File: config.mk
export PLATFORM = sky130hd
export DESIGN_NAME = fde_datapath_flat
export DESIGN_NICKNAME = d
export VERILOG_FILES = /design/src/sv/fde_pkg.sv /design/src/sv/fde_ifs.sv /design/src/sv/fde_datapath.sv /design/src/flat_wrapper.sv
export SDC_FILE = /design/constraint.sdc
export NUM_CORES = 2
export LEC_CHECK = 0
export BUFFER_PORTS_ARGS = -buffer_cell sky130_fd_sc_hd__buf_2
export CORE_UTILIZATION = 49
export DETAILED_ROUTE_END_ITERATION = 8
export PLACE_DENSITY_LB_ADDON = 0.2
export SLEW_MARGIN = 0
export SYNTH_ARGS = -nofsm -noshare
export SYNTH_HDL_FRONTEND = slang
export SYNTH_SLANG_ARGS = --single-unit
File: constraint.sdc
create_clock -name clock -period 12.2 [get_ports clock]
set_input_delay 0.61 -clock clock [delete_from_list [all_inputs] [get_ports clock]]
set_output_delay 0.61 -clock clock [all_outputs]
set_load 0.02 [all_outputs]
File: src/sv/fde_pkg.sv
package fde_pkg;

   localparam int DEPTH_BITS  = 17;
   localparam int DELAY_DEPTH = 1 << DEPTH_BITS;
   localparam int DELAY_MAX   = DELAY_DEPTH - 2;
   localparam int SAMPLE_BITS = 24;
   localparam int CTRL_BITS   = 17;
   localparam int Q_BITS      = 16;
   localparam int Q_ONE       = 1 << Q_BITS;
   localparam int SMOOTH_COEF = 13;
   localparam int SD_BITS     = DEPTH_BITS + Q_BITS;
   localparam int DIFF_W      = SD_BITS + 1;
   localparam int MUL_A_W     = SAMPLE_BITS + 1;
   localparam int MUL_B_W     = CTRL_BITS + 1;
   localparam int PROD_W      = MUL_A_W + MUL_B_W;
   localparam int ACC_W       = PROD_W + 2;
   localparam int STEP_BITS   = 4;

   typedef logic [STEP_BITS-1:0] step_type;

   localparam step_type S_IDLE       = 4'd0;
   localparam step_type S_DIFF       = 4'd1;
   localparam step_type S_SMOOTH_MUL = 4'd2;
   localparam step_type S_SMOOTH_ADD = 4'd3;
   localparam step_type S_TAP        = 4'd4;
   localparam step_type S_RD_A       = 4'd5;
   localparam step_type S_RD_B       = 4'd6;
   localparam step_type S_DAB        = 4'd7;
   localparam step_type S_INTERP_MUL = 4'd8;
   localparam step_type S_INTERP_ADD = 4'd9;
   localparam step_type S_FB_MUL     = 4'd10;
   localparam step_type S_WRITE      = 4'd11;
   localparam step_type S_DRY_MUL    = 4'd12;
   localparam step_type S_OUT        = 4'd13;

   typedef enum logic [1:0] {WT_NONE, WT_REQ, WT_RSP} wait_type;
   typedef enum logic [1:0] {MA_DAB, MA_R, MA_X} mul_a_type;
   typedef enum logic [1:0] {MB_FRAC, MB_FB, MB_MIX, MB_DRY} mul_b_type;
   typedef enum logic [1:0] {ACC_HOLD, ACC_D13, ACC_LOAD, ACC_ADD} acc_op_type;
   typedef enum logic [1:0] {RD_NONE, RD_TAP_A, RD_TAP_B} rd_sel_type;

   typedef struct packed {
      wait_type   wait_sel;
      step_type   nxt;
      logic       lat_in;
      logic       ld_diff;
      logic       ld_sd;
      logic       ld_df;
      rd_sel_type rd_sel;
      logic       ld_a;
      logic       ld_dab;
      logic       ld_r;
      logic       wr_mem;
      logic       ld_out;
      acc_op_type acc_op;
      mul_a_type  mul_a;
      mul_b_type  mul_b;
   } ctrl_word_type;

   typedef struct packed {
      ctrl_word_type cw;
      logic          go;
   } seq_ctrl_type;

   typedef struct packed {
      logic req_valid;
      logic rsp_busy;
   } dp_status_type;

   typedef struct packed {
      logic                   wr_en;
      logic [DEPTH_BITS-1:0]  wr_addr;
      logic [SAMPLE_BITS-1:0] wr_data;
      logic [DEPTH_BITS-1:0]  rd_addr;
   } ram_req_type;

   function automatic ctrl_word_type ucode_rom(input step_type s);
      ctrl_word_type cw;
      cw = '0;
      cw.nxt = step_type'(s + 1'b1);
      case (s)
         S_IDLE: begin
            cw.wait_sel = WT_REQ;
            cw.lat_in   = 1'b1;
         end
         S_DIFF:       cw.ld_diff = 1'b1;
         S_SMOOTH_MUL: cw.acc_op  = ACC_D13;
         S_SMOOTH_ADD: cw.ld_sd   = 1'b1;
         S_TAP:        cw.ld_df   = 1'b1;
         S_RD_A:       cw.rd_sel  = RD_TAP_A;
         S_RD_B: begin
            cw.rd_sel = RD_TAP_B;
            cw.ld_a   = 1'b1;
         end
         S_DAB:        cw.ld_dab  = 1'b1;
         S_INTERP_MUL: begin
            cw.acc_op = ACC_LOAD;
            cw.mul_a  = MA_DAB;
            cw.mul_b  = MB_FRAC;
         end
         S_INTERP_ADD: cw.ld_r    = 1'b1;
         S_FB_MUL: begin
            cw.acc_op = ACC_LOAD;
            cw.mul_a  = MA_R;
            cw.mul_b  = MB_FB;
         end
         S_WRITE: begin
            cw.wr_mem = 1'b1;
            cw.acc_op = ACC_LOAD;
            cw.mul_a  = MA_R;
            cw.mul_b  = MB_MIX;
         end
         S_DRY_MUL: begin
            cw.acc_op = ACC_ADD;
            cw.mul_a  = MA_X;
            cw.mul_b  = MB_DRY;
         end
         S_OUT: begin
            cw.wait_sel = WT_RSP;
            cw.ld_out   = 1'b1;
            cw.nxt      = S_IDLE;
         end
         default: cw.nxt = S_IDLE;
      endcase
      return cw;
   endfunction

   function automatic logic signed [SAMPLE_BITS-1:0] sat_sample(
      input logic signed [ACC_W-1:0] v);
      logic signed [ACC_W-1:0] hi;
      logic signed [ACC_W-1:0] lo;
      logic signed [ACC_W-1:0] r;
      hi = $signed({{(ACC_W-SAMPLE_BITS+1){1'b0}}, {(SAMPLE_BITS-1){1'b1}}});
      lo = ~hi;
      if (v > hi) begin
         r = hi;
      end else if (v < lo) begin
         r = lo;
      end else begin
         r = v;
      end
      return r[SAMPLE_BITS-1:0];
   endfunction

endpackage

File: src/sv/fde_ifs.sv
interface fde_req_if import fde_pkg::*; ();
   logic                          valid;
   logic                          ready;
   logic signed [SAMPLE_BITS-1:0] audio_in;
   logic        [CTRL_BITS-1:0]   delay_target;
   logic        [CTRL_BITS-1:0]   feedback_gain;
   logic        [CTRL_BITS-1:0]   mix_level;
   logic                          bypass_on;

   modport source (output valid, audio_in, delay_target, feedback_gain, mix_level,
                   bypass_on, input ready);
   modport sink   (input valid, audio_in, delay_target, feedback_gain, mix_level,
                   bypass_on, output ready);
endinterface

interface fde_rsp_if import fde_pkg::*; ();
   logic                          valid;
   logic                          ready;
   logic signed [SAMPLE_BITS-1:0] audio_out;

   modport source (output valid, audio_out, input ready);
   modport sink   (input valid, audio_out, output ready);
endinterface

File: src/sv/fde_datapath.sv
module fde_datapath import fde_pkg::*; (
   input  logic                   clock,
   input  logic                   reset,
   input  seq_ctrl_type           ctrl,
   output dp_status_type          status,
   output ram_req_type            ram_req,
   input  logic [SAMPLE_BITS-1:0] ram_rd_data,
   fde_req_if.sink                req_chan,
   fde_rsp_if.source              rsp_chan
);

   logic signed [SAMPLE_BITS-1:0] x_ff, x_in;
   logic        [DEPTH_BITS-1:0]  tgt_ff, tgt_in;
   logic        [CTRL_BITS-1:0]   fb_ff, fb_in;
   logic        [CTRL_BITS-1:0]   mix_ff, mix_in;
   logic                          byp_ff, byp_in;
   logic signed [DIFF_W-1:0]      diff_ff, diff_in;
   logic        [SD_BITS-1:0]     sd_ff, sd_in;
   logic        [DEPTH_BITS-1:0]  dint_ff, dint_in;
   logic        [Q_BITS-1:0]      frac_ff, frac_in;
   logic                          vld_ff, vld_in;
   logic signed [SAMPLE_BITS-1:0] a_ff, a_in;
   logic signed [MUL_A_W-1:0]     dab_ff, dab_in;
   logic signed [SAMPLE_BITS-1:0] r_ff, r_in;
   logic signed [ACC_W-1:0]       acc_ff, acc_in;
   logic        [DEPTH_BITS-1:0]  wp_ff, wp_in;
   logic        [DEPTH_BITS:0]    fill_ff, fill_in;
   logic signed [SAMPLE_BITS-1:0] out_ff, out_in;
   logic                          rsp_valid_ff, rsp_valid_in;

   logic                          accept;
   logic                          out_load;
   logic        [DEPTH_BITS-1:0]  k_b;
   logic        [DEPTH_BITS-1:0]  addr_a;
   logic        [DEPTH_BITS-1:0]  addr_b;
   logic                          vld_a;
   logic                          vld_b;
   logic signed [SAMPLE_BITS-1:0] tap;
   logic signed [MUL_A_W-1:0]     mul_a;
   logic signed [MUL_B_W-1:0]     mul_b;
   logic signed [PROD_W-1:0]      prod;
   logic signed [ACC_W-1:0]       shifted;
   logic signed [ACC_W-1:0]       r_sum;
   logic        [DEPTH_BITS-1:0]  dint_raw;

   assign accept   = ctrl.cw.lat_in && ctrl.go;
   assign out_load = ctrl.cw.ld_out && ctrl.go;

   assign req_chan.ready   = ctrl.cw.lat_in && !reset;
   assign rsp_chan.valid   = rsp_valid_ff;
   assign rsp_chan.audio_out = out_ff;

   assign status.req_valid = req_chan.valid;
   assign status.rsp_busy  = rsp_valid_ff && !rsp_chan.ready;

   always_comb begin
      k_b    = dint_ff + 1'b1;
      addr_a = wp_ff + dint_ff;
      addr_b = wp_ff + k_b;
      vld_a  = (dint_ff != '0) ? ({1'b0, dint_ff} <= fill_ff) : fill_ff[DEPTH_BITS];
      vld_b  = {1'b0, k_b} <= fill_ff;
      tap    = vld_ff ? $signed(ram_rd_data) : '0;

      case (ctrl.cw.mul_a)
         MA_DAB:  mul_a = dab_ff;
         MA_R:    mul_a = MUL_A_W'(r_ff);
         MA_X:    mul_a = MUL_A_W'(x_ff);
         default: mul_a = '0;
      endcase
      case (ctrl.cw.mul_b)
         MB_FRAC: mul_b = $signed(MUL_B_W'(frac_ff));
         MB_FB:   mul_b = $signed(MUL_B_W'(fb_ff));
         MB_MIX:  mul_b = $signed(MUL_B_W'(mix_ff));
         MB_DRY:  mul_b = $signed(MUL_B_W'(Q_ONE) - MUL_B_W'(mix_ff));
         default: mul_b = '0;
      endcase
      prod    = mul_a * mul_b;
      shifted = acc_ff >>> Q_BITS;
      r_sum   = ACC_W'(a_ff) + shifted;

      ram_req.rd_addr = (ctrl.cw.rd_sel == RD_TAP_B) ? addr_b : addr_a;
      ram_req.wr_en   = ctrl.cw.wr_mem;
      ram_req.wr_addr = wp_ff;
      ram_req.wr_data = sat_sample(ACC_W'(x_ff) + shifted);

      x_in   = x_ff;
      tgt_in = tgt_ff;
      fb_in  = fb_ff;
      mix_in = mix_ff;
      byp_in = byp_ff;
      if (accept) begin
         x_in   = req_chan.audio_in;
         fb_in  = req_chan.feedback_gain;
         mix_in = req_chan.mix_level;
         byp_in = req_chan.bypass_on;
         if (req_chan.delay_target == '0) begin
            tgt_in = DEPTH_BITS'(1);
         end else if (32'(req_chan.delay_target) > 32'(DELAY_MAX)) begin
            tgt_in = DEPTH_BITS'(DELAY_MAX);
         end else begin
            tgt_in = DEPTH_BITS'(req_chan.delay_target);
         end
      end

      diff_in = ctrl.cw.ld_diff
              ? $signed({1'b0, tgt_ff, {Q_BITS{1'b0}}}) - $signed({1'b0, sd_ff})
              : diff_ff;

      case (ctrl.cw.acc_op)
         ACC_D13:  acc_in = ACC_W'(diff_ff) * ACC_W'(SMOOTH_COEF);
         ACC_LOAD: acc_in = ACC_W'(prod);
         ACC_ADD:  acc_in = acc_ff + ACC_W'(prod);
         default:  acc_in = acc_ff;
      endcase

      sd_in = ctrl.cw.ld_sd ? sd_ff + shifted[SD_BITS-1:0] : sd_ff;

      dint_raw = sd_ff[SD_BITS-1:Q_BITS];
      dint_in  = dint_ff;
      frac_in  = frac_ff;
      if (ctrl.cw.ld_df) begin
         if (32'(dint_raw) > 32'(DELAY_MAX)) begin
            dint_in = DEPTH_BITS'(DELAY_MAX);
            frac_in = '0;
         end else begin
            dint_in = dint_raw;
            frac_in = sd_ff[Q_BITS-1:0];
         end
      end

      case (ctrl.cw.rd_sel)
         RD_TAP_A: vld_in = vld_a;
         RD_TAP_B: vld_in = vld_b;
         default:  vld_in = vld_ff;
      endcase

      a_in   = ctrl.cw.ld_a ? tap : a_ff;
      dab_in = ctrl.cw.ld_dab ? MUL_A_W'(tap) - MUL_A_W'(a_ff) : dab_ff;
      r_in   = ctrl.cw.ld_r ? r_sum[SAMPLE_BITS-1:0] : r_ff;

      wp_in   = wp_ff;
      fill_in = fill_ff;
      if (ctrl.cw.wr_mem) begin
         wp_in = wp_ff - 1'b1;
         if (!fill_ff[DEPTH_BITS]) begin
            fill_in = fill_ff + 1'b1;
         end
      end

      out_in       = out_ff;
      rsp_valid_in = rsp_valid_ff;
      if (out_load) begin
         out_in       = byp_ff ? x_ff : sat_sample(shifted);
         rsp_valid_in = 1'b1;
      end else if (rsp_chan.ready) begin
         rsp_valid_in = 1'b0;
      end
   end

   always_ff @(posedge clock) begin
      if (reset) begin
         sd_ff        <= '0;
         wp_ff        <= '0;
         fill_ff      <= '0;
         rsp_valid_ff <= 1'b0;
      end else begin
         sd_ff        <= sd_in;
         wp_ff        <= wp_in;
         fill_ff      <= fill_in;
         rsp_valid_ff <= rsp_valid_in;
      end
   end

   always_ff @(posedge clock) begin
      x_ff    <= x_in;
      tgt_ff  <= tgt_in;
      fb_ff   <= fb_in;
      mix_ff  <= mix_in;
      byp_ff  <= byp_in;
      diff_ff <= diff_in;
      dint_ff <= dint_in;
      frac_ff <= frac_in;
      vld_ff  <= vld_in;
      a_ff    <= a_in;
      dab_ff  <= dab_in;
      r_ff    <= r_in;
      acc_ff  <= acc_in;
      out_ff  <= out_in;
   end

endmodule

File: src/flat_wrapper.sv
// flat-port wrapper written by rule: the top's interface ports become plain ports
module fde_datapath_flat import fde_pkg::*;
  (clock, reset, ctrl, status, ram_req, ram_rd_data, req_chan_valid, req_chan_audio_in, req_chan_delay_target, req_chan_feedback_gain, req_chan_mix_level, req_chan_bypass_on, req_chan_ready, rsp_chan_valid, rsp_chan_audio_out, rsp_chan_ready);
  fde_req_if req_chan_i ();
  fde_rsp_if rsp_chan_i ();
  input  logic clock;
  input  logic reset;
  input  seq_ctrl_type ctrl;
  output dp_status_type status;
  output ram_req_type ram_req;
  input  logic [SAMPLE_BITS-1:0] ram_rd_data;
  input wire logic [$bits(req_chan_i.valid)-1:0] req_chan_valid;
  input wire logic [$bits(req_chan_i.audio_in)-1:0] req_chan_audio_in;
  input wire logic [$bits(req_chan_i.delay_target)-1:0] req_chan_delay_target;
  input wire logic [$bits(req_chan_i.feedback_gain)-1:0] req_chan_feedback_gain;
  input wire logic [$bits(req_chan_i.mix_level)-1:0] req_chan_mix_level;
  input wire logic [$bits(req_chan_i.bypass_on)-1:0] req_chan_bypass_on;
  output wire logic [$bits(req_chan_i.ready)-1:0] req_chan_ready;
  output wire logic [$bits(rsp_chan_i.valid)-1:0] rsp_chan_valid;
  output wire logic [$bits(rsp_chan_i.audio_out)-1:0] rsp_chan_audio_out;
  input wire logic [$bits(rsp_chan_i.ready)-1:0] rsp_chan_ready;
  assign req_chan_i.valid = req_chan_valid;
  assign req_chan_i.audio_in = req_chan_audio_in;
  assign req_chan_i.delay_target = req_chan_delay_target;
  assign req_chan_i.feedback_gain = req_chan_feedback_gain;
  assign req_chan_i.mix_level = req_chan_mix_level;
  assign req_chan_i.bypass_on = req_chan_bypass_on;
  assign req_chan_ready = req_chan_i.ready;
  assign rsp_chan_valid = rsp_chan_i.valid;
  assign rsp_chan_audio_out = rsp_chan_i.audio_out;
  assign rsp_chan_i.ready = rsp_chan_ready;
  fde_datapath u_core (.clock(clock), .reset(reset), .ctrl(ctrl), .status(status), .ram_req(ram_req), .ram_rd_data(ram_rd_data), .req_chan(req_chan_i), .rsp_chan(rsp_chan_i));
endmodule
==> qor.csv <==
stage;metric;value;unit
run_status;status;finished clean;
drt;Initial DRC Count;2681;
clock_tree;hold buffers post-CTS;0;
setup_path;startpoint class of the critical path;register;
clock_tree;Resized cells post-CTS;0;
clock_tree;H-Tree Depth;2;
final_layout;Final Non-Filler Cells;6228;
logic_synthesis;EDFF count, synth;286;
drt;drt first pass iters;7;
timing;Fin. Hold Viols;0;
clock_tree;setup repair bufs after CTS;0;
logic_synthesis;Avg Synthesized Cell Area;9.112;um^2
final_layout;nets;6069;
grt;first-pass GRT wire length;192800;um
drt;# DRC;0;
setup_path;Worst Setup End Kind;register;
die;Die Area;91300;um^2
setup_path;CP arrival;11.90;ns
clock_tree;total CTS buffers;46;
timing;unrepaired setup endpoints after global routing;false;
die;starting density of the core;0.4972;
timing;Final min period;11.50;ns
setup_path;r2r startpoint;u_core.mix_ff[1];
setup_path;worst setup path start;u_core.mix_ff[1];
drt;Antenna Nets Post-Route;0;
logic_synthesis;synthesized flop and latch total;355;
drt;DR WL/cell;19.53;um
setup_path;Crit Path Class;reg2reg;
setup_path;r2r worst-path depth;40;
setup_path;Crit path largest cell delay;0.65;ns
clock_tree;CTS tree;done;
grt;largest net degree at the start of global routing;63;
setup_path;Worst Setup EP;u_core.acc_ff[44];
logic_synthesis;sequential area share after synthesis;0.2258;
drt;final WL;121600;um
clock_tree;Clock Path Buffers;3;
timing;Worst Skew;0.04488;ns
logic_synthesis;most frequent cell after synthesis;inv_1;
die;Core ar.;88780;um^2
placed_design;I/O Buffers;206;
timing;Max Slew Vio Count;0;
clock_tree;CTS clk-pin slew, worst paths;0.07;ns
die;I/O pins;215;
logic_synthesis;count of cell types in the netlist;90;
grt;All-Layer GR Usage;0.2727;
setup_path;R2R setup slack;0.70;ns
timing;Setup TNS;0;ns
clock_tree;Root Buffer;clkbuf_16;
grt;vias in the first global route;34864;
logic_synthesis;synth cell count leaders;inv_1 (840), nand2_1 (511), fa_1 (480);
logic_synthesis;post-synth top area share;0.2177;
grt;total grt overflow;0;
run;Max Cap Viol;0;
setup_path;Worst EP required;12.60;ns
placed_design;Cells after DPL;6142;
clock_tree;Clock Latency Late Sink;0.65;ns
drt;via count;34766;
grt;initial antenna violation count;6;
placed_design;HPWL after DPL;98600;um
setup_path;Crit path top cell by count;fa_1;
die;# rows;109;
die;Die H;302.2;um
final_layout;layout cell share with drive strength beyond 1;0.08990;
logic_synthesis;Most used DFF post-synth;edfxtp_1;
placed_design;Final GP Congestion;0.9363;
placed_design;Setup WS pre-CTS;0.8099;ns
drt;routed vias/inst;5.582;
clock_tree;TritonCTS Sinks;355;
logic_synthesis;yosys warns;0;
logic_synthesis;Synth area leaders;fa_1 (22%), edfxtp_1 (19%), ha_1 (12%);
logic_synthesis;mapped cell area;44150;um^2
setup_path;r2r endpoint;u_core.acc_ff[44];
timing;final setup vio count;0;
timing;worst-margin pin slew;1.372;ns
timing;final worst slack;0.6963;ns
timing;ratio of final minimum period to clock period;0.9429;
setup_path;Worst path slowest cell;a21oi_2;
logic_synthesis;Syn Nets;5889;
logic_synthesis;leading area contributor after synthesis;fa_1;
logic_synthesis;Gate Count Post-Synth;4845;
die;Die Width;302.2;um
logic_synthesis;Post-synth ARST share;0;
final_layout;Synth-to-Final Area Change;9.375;%
setup_path;Max FO, Critical Path;15;
timing;FMAX;86.93;MHz
timing;Slew Limit Headroom;0.08511;
worst_hold_path;worst hold path class;in2reg;
[worst max-delay path: cells and delay by family (launching register included)]
family,cells,cell delay (ns)
compound gates,13,3.43
xor+xnor,1,0.11
fa+ha+maj,9,3.94
buf+inv,4,0.24
flops,1,0.41
simple gates,13,3.18
[per-stage QoR]
stage                     hold WS, ns  cell area [um^2]  utilization
after global routing           0.1166             48280       0.5438
after CTS                     0.09263             48280       0.5438
after global placement         0.4545             46740       0.5264
final                          0.1387             48290       0.5439
after floorplan                0.4603             44150            -
after detailed placement       0.4424             46740       0.5264
[kinds of logic (layout without fill, tap and decap cells)]
| logic type | after synthesis | in the layout | synth area share |
|---|---|---|---|
| other cells | 0 | 2 | 0 |
| buf+inv | 1007 | 1223 | 0.08619 |
| flops | 355 | 355 | 0.2258 |
| compound gates | 854 | 854 | 0.1275 |
| fa+ha+maj | 916 | 916 | 0.3412 |
| simple gates | 1333 | 1333 | 0.1408 |
| mux | 90 | 90 | 0.02089 |
| xor+xnor | 290 | 290 | 0.05753 |
[layout make-up]
type / count / area [um^2]
antenna: 2 / 5.005
timing repair buffer: 299 / 1729
clock inverter: 28 / 301.5
fill: 8154 / 40500
sequential: 355 / 9970
inverter: 840 / 3153
clock buffer: 56 / 1241
tap: 1165 / 1458
multi-input combinational: 3483 / 30430
[layout by cell type (no fill, tap or decap), drive strengths merged, types with 43 or more instances in the layout]
cell type  Yosys  routed
nor3          74      74
buf           14     299
o21ai        198     198
inv          840     844
dfxtp         69      69
nand2        511     511
edfxtp       286     286
fa           480     480
a21oi        236     236
clkbuf       153      56
nor2b         60      60
nand3         59      59
xor2          94      94
and3          43      43
ha           436     436
a21o         106     106
and2          89      89
o21a          47      47
mux2i         82      82
nor2         312     312
xnor2        196     196
[routing by layer]
metal | track usage | share of wire
met2 | 0.4533 | 0.47
met5 | 0 | 0.00025
met1 | 0.3744 | 0.44
met4 | 0.06481 | 0.022
met3 | 0.04015 | 0.065
[sequential cells by signal, indices dropped and copies added (netlist names), 16 cells and up]
name	cells
u_core.r_ff	24
u_core.diff_ff	34
u_core.fb_ff	17
u_core.dab_ff	25
u_core.rsp_chan.audio_out	24
u_core.x_ff	24
u_core.mix_ff	17
u_core.fill_ff	18
u_core.tgt_ff	17
u_core.acc_ff	45
u_core.a_ff	24
u_core.dint_ff	17
u_core.sd_ff	33
u_core.wp_ff	17
u_core.frac_ff	16
[worst min path at each step]
stage                                     from                 end  slack (ns)  depth (start not counted)
after floorplan             u_core.fill_ff[17]  u_core.fill_ff[17]        0.46                          2
after global placement        u_core.sd_ff[32]  u_core.dint_ff[16]        0.45                          0
after detailed placement      u_core.sd_ff[32]  u_core.dint_ff[16]        0.44                          0
after CTS                 req_chan_audio_in[2]      u_core.x_ff[2]        0.09                          1
after global routing      req_chan_audio_in[0]      u_core.x_ff[0]        0.12                          1
final                     req_chan_audio_in[2]      u_core.x_ff[2]        0.14                          1
Power is left out: the tool's default activity adds up to more than one toggle a clock period on the data nets, which glitch-free logic cannot reach.
