[config.mk]
export PLATFORM = sky130hd
export DESIGN_NAME = fde_useq
export DESIGN_NICKNAME = d
export VERILOG_FILES = /design/src/sv/fde_pkg.sv /design/src/sv/fde_useq.sv
export SDC_FILE = /design/constraint.sdc
export NUM_CORES = 1
export LEC_CHECK = 0
export ABC_AREA = 1
export CAP_MARGIN = 20
export CORE_AREA = 2 2 39 41
export CTS_BUF_LIST = sky130_fd_sc_hd__clkbuf_4 sky130_fd_sc_hd__clkbuf_8
export DETAILED_ROUTE_END_ITERATION = 10
export DIE_AREA = 0 0 41 43
export DONT_BUFFER_PORTS = 1
export PLACE_DENSITY = 0.65
export SYNTH_ARGS = -nofsm -noshare
export SYNTH_HDL_FRONTEND = slang
export SYNTH_SLANG_ARGS = --single-unit
[constraint.sdc]
create_clock -name clock -period 2.77 [get_ports clock]
set_clock_uncertainty 0.2 [all_clocks]
set_input_delay 0.1385 -clock clock [delete_from_list [all_inputs] [get_ports clock]]
set_output_delay 0.1385 -clock clock [all_outputs]
set_load 0.02 [all_outputs]
[src/sv/fde_pkg.sv]
package fde_pkg;

   localparam int DEPTH_BITS  = 17;
   localparam int DELAY_DEPTH = 1 << DEPTH_BITS;
   localparam int DELAY_MAX   = DELAY_DEPTH - 2;
   localparam int SAMPLE_BITS = 24;
   localparam int CTRL_BITS   = 17;
   localparam int Q_BITS      = 16;
   localparam int Q_ONE       = 1 << Q_BITS;
   localparam int SMOOTH_COEF = 13;
   localparam int SD_BITS     = DEPTH_BITS + Q_BITS;
   localparam int DIFF_W      = SD_BITS + 1;
   localparam int MUL_A_W     = SAMPLE_BITS + 1;
   localparam int MUL_B_W     = CTRL_BITS + 1;
   localparam int PROD_W      = MUL_A_W + MUL_B_W;
   localparam int ACC_W       = PROD_W + 2;
   localparam int STEP_BITS   = 4;

   typedef logic [STEP_BITS-1:0] step_type;

   localparam step_type S_IDLE       = 4'd0;
   localparam step_type S_DIFF       = 4'd1;
   localparam step_type S_SMOOTH_MUL = 4'd2;
   localparam step_type S_SMOOTH_ADD = 4'd3;
   localparam step_type S_TAP        = 4'd4;
   localparam step_type S_RD_A       = 4'd5;
   localparam step_type S_RD_B       = 4'd6;
   localparam step_type S_DAB        = 4'd7;
   localparam step_type S_INTERP_MUL = 4'd8;
   localparam step_type S_INTERP_ADD = 4'd9;
   localparam step_type S_FB_MUL     = 4'd10;
   localparam step_type S_WRITE      = 4'd11;
   localparam step_type S_DRY_MUL    = 4'd12;
   localparam step_type S_OUT        = 4'd13;

   typedef enum logic [1:0] {WT_NONE, WT_REQ, WT_RSP} wait_type;
   typedef enum logic [1:0] {MA_DAB, MA_R, MA_X} mul_a_type;
   typedef enum logic [1:0] {MB_FRAC, MB_FB, MB_MIX, MB_DRY} mul_b_type;
   typedef enum logic [1:0] {ACC_HOLD, ACC_D13, ACC_LOAD, ACC_ADD} acc_op_type;
   typedef enum logic [1:0] {RD_NONE, RD_TAP_A, RD_TAP_B} rd_sel_type;

   typedef struct packed {
      wait_type   wait_sel;
      step_type   nxt;
      logic       lat_in;
      logic       ld_diff;
      logic       ld_sd;
      logic       ld_df;
      rd_sel_type rd_sel;
      logic       ld_a;
      logic       ld_dab;
      logic       ld_r;
      logic       wr_mem;
      logic       ld_out;
      acc_op_type acc_op;
      mul_a_type  mul_a;
      mul_b_type  mul_b;
   } ctrl_word_type;

   typedef struct packed {
      ctrl_word_type cw;
      logic          go;
   } seq_ctrl_type;

   typedef struct packed {
      logic req_valid;
      logic rsp_busy;
   } dp_status_type;

   typedef struct packed {
      logic                   wr_en;
      logic [DEPTH_BITS-1:0]  wr_addr;
      logic [SAMPLE_BITS-1:0] wr_data;
      logic [DEPTH_BITS-1:0]  rd_addr;
   } ram_req_type;

   function automatic ctrl_word_type ucode_rom(input step_type s);
      ctrl_word_type cw;
      cw = '0;
      cw.nxt = step_type'(s + 1'b1);
      case (s)
         S_IDLE: begin
            cw.wait_sel = WT_REQ;
            cw.lat_in   = 1'b1;
         end
         S_DIFF:       cw.ld_diff = 1'b1;
         S_SMOOTH_MUL: cw.acc_op  = ACC_D13;
         S_SMOOTH_ADD: cw.ld_sd   = 1'b1;
         S_TAP:        cw.ld_df   = 1'b1;
         S_RD_A:       cw.rd_sel  = RD_TAP_A;
         S_RD_B: begin
            cw.rd_sel = RD_TAP_B;
            cw.ld_a   = 1'b1;
         end
         S_DAB:        cw.ld_dab  = 1'b1;
         S_INTERP_MUL: begin
            cw.acc_op = ACC_LOAD;
            cw.mul_a  = MA_DAB;
            cw.mul_b  = MB_FRAC;
         end
         S_INTERP_ADD: cw.ld_r    = 1'b1;
         S_FB_MUL: begin
            cw.acc_op = ACC_LOAD;
            cw.mul_a  = MA_R;
            cw.mul_b  = MB_FB;
         end
         S_WRITE: begin
            cw.wr_mem = 1'b1;
            cw.acc_op = ACC_LOAD;
            cw.mul_a  = MA_R;
            cw.mul_b  = MB_MIX;
         end
         S_DRY_MUL: begin
            cw.acc_op = ACC_ADD;
            cw.mul_a  = MA_X;
            cw.mul_b  = MB_DRY;
         end
         S_OUT: begin
            cw.wait_sel = WT_RSP;
            cw.ld_out   = 1'b1;
            cw.nxt      = S_IDLE;
         end
         default: cw.nxt = S_IDLE;
      endcase
      return cw;
   endfunction

   function automatic logic signed [SAMPLE_BITS-1:0] sat_sample(
      input logic signed [ACC_W-1:0] v);
      logic signed [ACC_W-1:0] hi;
      logic signed [ACC_W-1:0] lo;
      logic signed [ACC_W-1:0] r;
      hi = $signed({{(ACC_W-SAMPLE_BITS+1){1'b0}}, {(SAMPLE_BITS-1){1'b1}}});
      lo = ~hi;
      if (v > hi) begin
         r = hi;
      end else if (v < lo) begin
         r = lo;
      end else begin
         r = v;
      end
      return r[SAMPLE_BITS-1:0];
   endfunction

endpackage

[src/sv/fde_useq.sv]
module fde_useq import fde_pkg::*; (
   input  logic          clock,
   input  logic          reset,
   input  dp_status_type status,
   output seq_ctrl_type  ctrl
);

   step_type      step_ff;
   step_type      step_in;
   ctrl_word_type cw;
   logic          go;

   always_comb begin
      cw = ucode_rom(step_ff);
      case (cw.wait_sel)
         WT_NONE: go = 1'b1;
         WT_REQ:  go = status.req_valid;
         WT_RSP:  go = !status.rsp_busy;
         default: go = 1'b1;
      endcase
      step_in = go ? cw.nxt : step_ff;
      ctrl.cw = cw;
      ctrl.go = go;
   end

   always_ff @(posedge clock) begin
      if (reset) begin
         step_ff <= S_IDLE;
      end else begin
         step_ff <= step_in;
      end
   end

endmodule

==> results of run 1 <==
[final cells by class]
type | count | area, sq um
multi-input cells | 59 | 359
repair buffers | 2 | 17.5
fillers | 163 | 800
clock buffers | 3 | 22.5
well taps | 16 | 20.0
inverters | 22 | 85.1
flip-flops and latches | 4 | 80.1
[final timing paths]
check                                 from    endpoint  slack [ps]
worst min register to register  step_ff[0]  step_ff[0]         410
worst min-delay path             status[0]  step_ff[2]          60
worst max register to register  step_ff[3]  step_ff[1]         460
worst max-delay path            step_ff[3]  step_ff[1]         460
[per-layer routing]
layer / wire length [um] / vias to the layer above / GRT usage (%)
met4: 0 / 0 / 2.67
met3: 84 / 0 / 6.28
li1: - / 272 / -
met2: 498 / 18 / 20.0
met5: 0 / - / 0
met1: 541 / 223 / 16.7
[metrics by stage]
stage	power, uW	worst slack (ps)	cells	hold slack [ps]	area [sq um]
3_5_place_dp	596	486	102	146	552
4_1_cts	670	471	106	55.7	584
6_report	663	459	106	59.3	584
5_1_grt	731	256	106	96.6	584
2_1_floorplan	569	558	90	122	569
3_3_place_gp	590	549	102	151	552
[Yosys cell counts]
| master | instances | area share [%] |
|---|---|---|
| nand2_2 | 4 | 4.4 |
| nand3_1 | 3 | 2.6 |
| o21ai_0 | 5 | 4.4 |
| a21oi_1 | 5 | 4.4 |
| nor3_1 | 1 | 0.88 |
| nand3_2 | 1 | 1.8 |
| inv_4 | 1 | 1.1 |
| nand2_1 | 16 | 11 |
| o21ai_2 | 1 | 1.5 |
| buf_6 | 2 | 4.0 |
| inv_1 | 20 | 13 |
| nand4_1 | 1 | 1.1 |
| buf_4 | 3 | 4.0 |
| nor2_1 | 11 | 7.3 |
| nand3_4 | 1 | 3.1 |
| inv_2 | 1 | 0.66 |
| dfxtp_1 | 4 | 14 |
| xor2_1 | 1 | 1.5 |
| nor2_4 | 1 | 2.0 |
| ha_1 | 8 | 18 |
[logic make-up (layout without fill, tap and decap cells)]
family / count (synthesis) / in the layout / share of synthesized area, %
AO/OA/AOI/OAI: 11 / 11 / 10.3
buffers and inverters: 27 / 27 / 22.9
flip-flops: 4 / 4 / 14.1
XOR/XNOR: 1 / 1 / 1.54
AND/OR/NAND/NOR: 39 / 39 / 33.6
adder cells (fa/ha/maj): 8 / 8 / 17.6
[power by group]
group | total, uW | leakage (uW) | internal (uW) | switching, uW
clock network | 70.5 | 0.0000138 | 48.3 | 22.2
logic | 468 | 0.000301 | 116 | 352
registers | 125 | 0.0000331 | 78.1 | 46.8
total | 663 | 0.000348 | 242 | 421
[what timing repair did]
item	4_1_cts	5_1_grt
hold endpoints to repair	4	0
setup endpoints to repair	0	0
hold buffers	1	0
[worst register-to-register path, delay by kind of cell, from the launching register on]
family	cells	cell delay, ps
buffers and inverters	1	100
adder cells (fa/ha/maj)	1	300
AND/OR/NAND/NOR	2	320
flip-flops	1	640
AO/OA/AOI/OAI	4	610
==> flow_metrics.py, run 1 <==
metrics = {
    "outcome": {
        "status": "finished, final reports clean",
    },
    "placed_design": {
        "dpl.hpwl_um": 941,
        "portBuffers": 0,
        "place.gp.congestion": 0.782,
    },
    "synthesis": {
        "ys_ff_latch": 4,
        "syn-mean-instance-area_sq_um": 6.33,
        "syn-instance-count": 90,
        "netlist_area_sq_um": 569,
        "synth_nets": 102,
        "synth-seq-area-share_pct": 14.1,
        "yosys_warnings": 0,
        "synth_cell_types": 20,
    },
    "global_route": {
        "grt_start_max_net_pins": 11,
        "grt_pass1_vias": 427,
        "grt_pass1_wl_um": 1660,
        "antenna_found_initial": 0,
        "grt_overflow": 0,
        "grt_usage_pct": 13.3,
    },
    "clock_tree": {
        "cts_max_level": 1,
        "cts_tree": "yes",
        "post_cts_buffers": 0,
        "clock-root-buffer": "clkbuf_4",
        "clkLatencyLatePin_ps": 230,
        "clockBufferDepth": 2,
        "cts_buffers": 3,
        "clk_pin_slew_ps": 40,
        "numClockSinks": 4,
        "cts-resized-gates": 0,
    },
    "setup_path": {
        "start_kind": "flip-flop",
        "cpMostUsedCell": "a21oi_1",
        "r2r_cells": 8,
        "crit_type": "flip-flop to flip-flop",
        "crit_fanout": 10,
        "crit_cells": 8,
        "path_delay_family": "flip-flops",
        "cp_num_buf_inv": 1,
        "end_kind": "flip-flop",
        "path_cells": "nand2_2 > nor2_1 > inv_1 > ha_1 > a21oi_1 > o21ai_2 > o21ai_0 > a21oi_1",
        "critPathArrivalTime_ps": 2200,
        "cpPeakStageDelay_ps": 640,
        "required_ps": 2660,
        "cpMaxStageDelayCell": "dfxtp_1",
    },
    "floorplan": {
        "die-area_sq_mm": 0.00176,
        "num_rows": 14,
        "io_pins": 28,
        "die_h_um": 43,
        "core_sq_mm": 0.00138,
        "start_util_pct": 41.1,
        "die_w_um": 41,
    },
    "routing": {
        "avgViaCountPerCell": 4.84,
        "drt-total-wl_um": 1120,
        "antenna_left": 0,
        "vias": 513,
        "drc": 0,
        "drtPass1Iterations": 4,
        "wl_per_cell_um": 10.6,
        "drtIter0Drc": 7,
    },
    "flow_run": {
        "maxCapViolations": 0,
    },
    "hold_path": {
        "hold_depth": 2,
        "hold_path_class": "primary input to flip-flop",
    },
    "cells_and_area": {
        "largest_reg_flops": 4,
        "final_cell_mix": "inv_1 (20), nand2_1 (16), nor2_1 (11), ha_1 (8)",
        "utilization_pct": 42.2,
        "regMostFlops": "step_ff",
        "area_growth_syn_to_layout_pct": 2.64,
        "layout.nets": 104,
        "final_common_cell": "inv_1",
        "reg_top3": "step_ff (4)",
        "drive_above_1_share_pct": 15.6,
        "diodes": 0,
    },
    "power": {
        "ir_worst_vdd_v": 0.000428,
        "power_density_mw_per_mm2": 1140,
        "p_leak_uw": 0.000348,
    },
    "sta": {
        "rsz0062_at_grt": "no",
        "tightest_slew_ps": 720,
        "hold_viol": 0,
        "fin_crit_ps": 2310,
        "slew_viol_final": 0,
        "clock.fmax_mhz": 433,
        "period_share_pct": 83.4,
        "setup_viol": 0,
        "slew_headroom_pct": 51.9,
        "fin_setup_tns_ps": 0,
    },
}
Note: power is estimated with default switching activity, not from simulation.
==> run 2: changes to the inputs <==
PLACE_DENSITY = 0.67   (was 0.65)
clock period = 1.92 ns   (was 2.77 ns; I/O delays follow)
==> run 2 against run 1 <==
Against the previous run: critical path depth grew 1; global-route usage grew 3.5 points; clock power grew 45%; largest power group unchanged; hold slack lost 17 ps; critical endpoint is now ctrl[0]; die area is the same; register-to-register slack lost 390 ps; combinational power grew 140%; final cell count grew 17%; sequential share of layout area shrank 3.6 points; sequential power grew 24%; first-iteration DRC count shrank 14%; non-clock buffer count grew 18.
==> flow_metrics.py, run 2 (synthesis results as in run 1) <==
metrics = {
    "outcome": {
        "status": "finished, final reports clean",
    },
    "sta": {
        "slew_viol_final": 0,
        "clock.fmax_mhz": 539,
        "fin_setup_tns_ps": 0,
        "hold_viol": 0,
        "layout_setup_ws_ps": 65.9,
        "period_share_pct": 96.6,
        "tightest_slew_ps": 386,
        "rsz0062_at_grt": "yes",
        "slew_headroom_pct": 74.2,
        "fin_crit_ps": 1850,
        "setup_viol": 0,
    },
    "routing": {
        "drtPass1Iterations": 3,
        "vias": 593,
        "wl_per_cell_um": 11.6,
        "avgViaCountPerCell": 4.78,
        "drt-total-wl_um": 1440,
        "drc": 0,
        "drtIter0Drc": 6,
        "antenna_left": 0,
    },
    "power": {
        "internal-power_uw": 618,
        "swShare_pct": 55.6,
        "ir_worst_vdd_v": 0.00101,
        "power_density_mw_per_mm2": 1620,
        "comb_power_share_pct": 81.5,
        "power.switching_uw": 775,
        "p_leak_uw": 0.000442,
        "p_seq_share_pct": 11.2,
        "clock_power_share_pct": 7.4,
    },
    "clock_tree": {
        "clk_pin_slew_ps": 40,
        "cts_tree": "yes",
        "clockBufferDepth": 2,
        "clkLatencyLatePin_ps": 230,
        "cts_max_level": 1,
        "clock-root-buffer": "clkbuf_4",
        "numClockSinks": 4,
        "cts_buffers": 3,
    },
    "placed_design": {
        "dp.cells": 115,
        "portBuffers": 0,
        "place.gp.congestion": 0.721,
        "place_ws_ps": -1.01,
        "place_area_sq_um": 657,
        "dpl.hpwl_um": 1000,
    },
    "cells_and_area": {
        "fin_area_sq_um": 858,
        "area_growth_syn_to_layout_pct": 50.8,
        "diodes": 0,
        "stdcell_count": 124,
        "reg_top3": "step_ff (4)",
        "drive_above_1_share_pct": 53.7,
        "final_cell_mix": "buf_4 (16), inv_1 (12), nand2_1 (10), nand2_2 (9), nor2_1 (9)",
        "layout.nets": 122,
        "largest_reg_flops": 4,
        "final_common_cell": "buf_4",
        "regMostFlops": "step_ff",
    },
    "global_route": {
        "grt_pass1_vias": 502,
        "grt_start_max_net_pins": 9,
        "grt_overflow": 0,
        "antenna_found_initial": 0,
        "grt_usage_pct": 16.8,
        "grt_pass1_wl_um": 2020,
    },
    "setup_path": {
        "end_kind": "primary output",
        "critPathArrivalTime_ps": 1560,
        "crit_fanout": 3,
        "start_kind": "flip-flop",
        "cp_num_buf_inv": 4,
        "path_delay_family": "adder cells",
        "required_ps": 1620,
        "crit_type": "flip-flop to primary output",
        "cpMaxStageDelayCell": "dfxtp_2",
        "cpPeakStageDelay_ps": 320,
        "path_cells": "inv_4 > ha_4 > inv_2 > nor2_4 > inv_2 > ha_4 > a21oi_4 > o21ai_2 > buf_6",
    },
    "floorplan": {
        "num_rows": 14,
        "die_w_um": 41,
        "core_sq_mm": 0.00138,
        "die-area_sq_mm": 0.00176,
        "io_pins": 28,
        "die_h_um": 43,
        "start_util_pct": 41.1,
    },
    "flow_run": {
        "maxCapViolations": 0,
    },
    "hold_path": {
        "hold_path_class": "primary input to flip-flop",
    },
}
run 2: cell count changes in the layout (fill, tap and decap cells not counted), sizes merged:
| cell | delta |
|---|---|
| buf | +17 |
| dlygate4sd3 | +1 |
run 2: layer usage:
metal	track usage (%)	part of all wire [%]
met4	10.0	1.0
met5	0	0
met2	27.5	57
met3	3.14	4.9
met1	18.6	37
run 2: final cells by class:
| class | count | area (sq um) |
|---|---|---|
| fill | 128 | 526 |
| multi-input combinational | 59 | 477 |
| timing repair buffer | 20 | 163 |
| inverter | 22 | 90.1 |
| sequential | 4 | 86.3 |
| clock buffer | 3 | 22.5 |
| tap | 16 | 20.0 |
run 2: power groups by stage:
stage	clock, uW	sequential (uW)	combinational (uW)
finish	102	155	1140
global route	112	160	1230
global placement	0	138	815
detailed placement	0	139	827
floorplan	0	132	695
CTS	107	147	908
run 2: worst paths after layout:
path                 to  depth (start not counted)       start  slack, ps
max reg2reg  step_ff[1]                         11  step_ff[1]         70
min reg2reg  step_ff[2]                          2  step_ff[2]        380
max             ctrl[0]                          9  step_ff[1]         70
min          step_ff[1]                          3   status[0]         40
run 2: tightest hold or removal path: cells and delay by family:
family	cells	cell delay, ps
AOI/OAI and AO/OA	2	180
buffers and inverters	1	160
run 2: stage by stage:
step	hold WS [ps]	utilization (%)	total power [uW]
after floorplan	80.0	-	828
after global placement	96.2	47.5	953
after detailed placement	104	47.5	966
after CTS	10.4	54.1	1160
after global routing	55.9	62.0	1500
final	42.1	62.0	1390
run 2: what timing repair did:
item	in CTS	in global routing
setup endpoints to repair	8	9
resized for setup	15	26
endpoints found under the hold margin	4	0
hold buffers	2	0
setup buffers	2	2
pin swaps	1	6
==> run 3: changes to the inputs <==
SETUP_SLACK_MARGIN = 0.2   (was default)
==> run 3 against run 2 <==
Against the previous run: critical path depth stayed put; largest cell class unchanged; highest routed layer unchanged; first-iteration DRC count grew to 2.5 times the previous value; hold slack worse by 41 ps.
==> flow_metrics.py, run 3 (synthesis results as in run 1) <==
metrics = {
    "cells_and_area": {
        "diodes": 0,
        "drive_above_1_share_pct": 64.0,
        "regMostFlops": "step_ff",
        "area_growth_syn_to_layout_pct": 67.5,
        "largest_reg_flops": 4,
        "final_cell_mix": "buf_4 (17), nand2_1 (10), inv_2 (9), inv_1 (9), nor2_1 (7)",
        "final_common_cell": "buf_4",
        "layout.nets": 124,
        "reg_top3": "step_ff (4)",
        "fin_area_sq_um": 953,
        "utilization_pct": 68.9,
    },
    "setup_path": {
        "start_kind": "flip-flop",
        "end_kind": "primary output",
        "crit_fanout": 3,
        "reg2reg_to": "step_ff[0]",
        "crit_type": "flip-flop to primary output",
        "critPathArrivalTime_ps": 1560,
        "required_ps": 1620,
        "cp-endpoint": "ctrl[0]",
        "startpoint": "step_ff[1]",
        "rr_startpoint": "step_ff[1]",
        "r2r_cells": 11,
        "reg2reg_slack_ps": 90,
    },
    "global_route": {
        "grt_start_max_net_pins": 9,
        "grt_pass1_wl_um": 2280,
        "grt_usage_pct": 18.6,
        "grt_overflow": 0,
        "antenna_found_initial": 0,
        "grt_pass1_vias": 605,
    },
    "sta": {
        "hold_viol": 0,
        "fin_crit_ps": 1860,
        "slew_viol_final": 0,
        "clock.fmax_mhz": 539,
        "setup_viol": 0,
        "fin_setup_tns_ps": 0,
        "rsz0062_at_grt": "yes",
        "period_share_pct": 96.6,
        "tightest_slew_ps": 399,
        "slew_headroom_pct": 73.3,
    },
    "routing": {
        "drtPass1Iterations": 4,
        "avgViaCountPerCell": 5.25,
        "drc": 0,
        "wl_per_cell_um": 13.9,
        "antenna_left": 0,
        "drt-total-wl_um": 1770,
        "vias": 667,
        "drtIter0Drc": 15,
    },
    "placed_design": {
        "portBuffers": 0,
        "dpl.hpwl_um": 1000,
        "place.gp.congestion": 0.748,
        "place_area_sq_um": 676,
    },
    "hold_path": {
        "hold_path_class": "primary input to flip-flop",
    },
    "clock_tree": {
        "cts_max_level": 1,
        "cts_tree": "yes",
        "numClockSinks": 4,
        "clockBufferDepth": 2,
        "clk_pin_slew_ps": 40,
        "clock-root-buffer": "clkbuf_4",
        "cts_buffers": 3,
        "clkLatencyLatePin_ps": 240,
    },
    "power": {
        "power_density_mw_per_mm2": 1730,
        "swShare_pct": 55.1,
        "p_leak_uw": 0.000488,
        "comb_power_share_pct": 81.4,
        "internal-power_uw": 739,
        "p_seq_share_pct": 10.8,
        "finalPower_uw": 1640,
        "power.switching_uw": 906,
        "ir_worst_vdd_v": 0.00119,
        "clock_power_share_pct": 7.8,
    },
    "outcome": {
        "status": "finished, final reports clean",
    },
    "floorplan": {
        "num_rows": 14,
        "die_h_um": 43,
        "io_pins": 28,
        "die_w_um": 41,
        "core_sq_mm": 0.00138,
        "die-area_sq_mm": 0.00176,
        "start_util_pct": 41.1,
    },
    "flow_run": {
        "maxCapViolations": 0,
    },
}
==> run 3: layout make-up <==
class / count / area (sq um)
Multi-Input combinational cell: 59 / 533
Fill cell: 106 / 430
Timing Repair Buffer: 22 / 183
Inverter: 22 / 95.1
Sequential cell: 4 / 92.6
Clock buffer: 4 / 30.0
Tap cell: 16 / 20.0
==> run 3: critical path: stages, from the launching register on <==
cell and delay, ps:
dfxtp_4 350, inv_6 70, ha_4 150, inv_4 40, nor2_4 90, inv_2 60
ha_4 210, a21oi_4 120, o21ai_4 80, buf_6 130
==> run 3: routing by layer <==
metal | vias up | wire, um | global-route usage, %
met2 | 49 | 900 | 31.3
met5 | - | 0 | 0
met4 | 0 | 66 | 7.33
met3 | 10 | 194 | 8.90
met1 | 300 | 607 | 18.3
li1 | 308 | - | -
==> run 3: how the worst min path moves through the flow <==
stage,to,cells past startpoint,startpoint
2_1_floorplan,step_ff[0],3,reset
3_3_place_gp,step_ff[0],3,reset
3_5_place_dp,step_ff[0],3,reset
4_1_cts,step_ff[1],4,status[1]
5_1_grt,step_ff[0],4,status[1]
6_report,step_ff[1],4,status[1]
==> run 3: per-stage QoR <==
step	instances	setup slack, ps	hold WS (ps)
after floorplan	90	169	80.1
after global placement	111	117	101
after detailed placement	111	73.5	106
after CTS	125	67.8	-26.6
after global routing	127	11.4	5.27
final	127	64.7	1.30
==> run 3: power by group through the flow <==
stage | Clock [uW] | Sequential [uW] | Combinational, uW
after floorplan | 0 | 147 | 785
after global placement | 0 | 167 | 857
after detailed placement | 0 | 170 | 861
after CTS | 135 | 169 | 1070
after global routing | 140 | 180 | 1430
final | 128 | 177 | 1340
==> run 3: what timing repair did <==
action,4_1_cts,5_1_grt
setup endpoints to repair,13,13
pin swaps,3,10
resized for setup,20,27
hold buffers,1,0
hold endpoints to repair,4,0
setup buffers,9,2
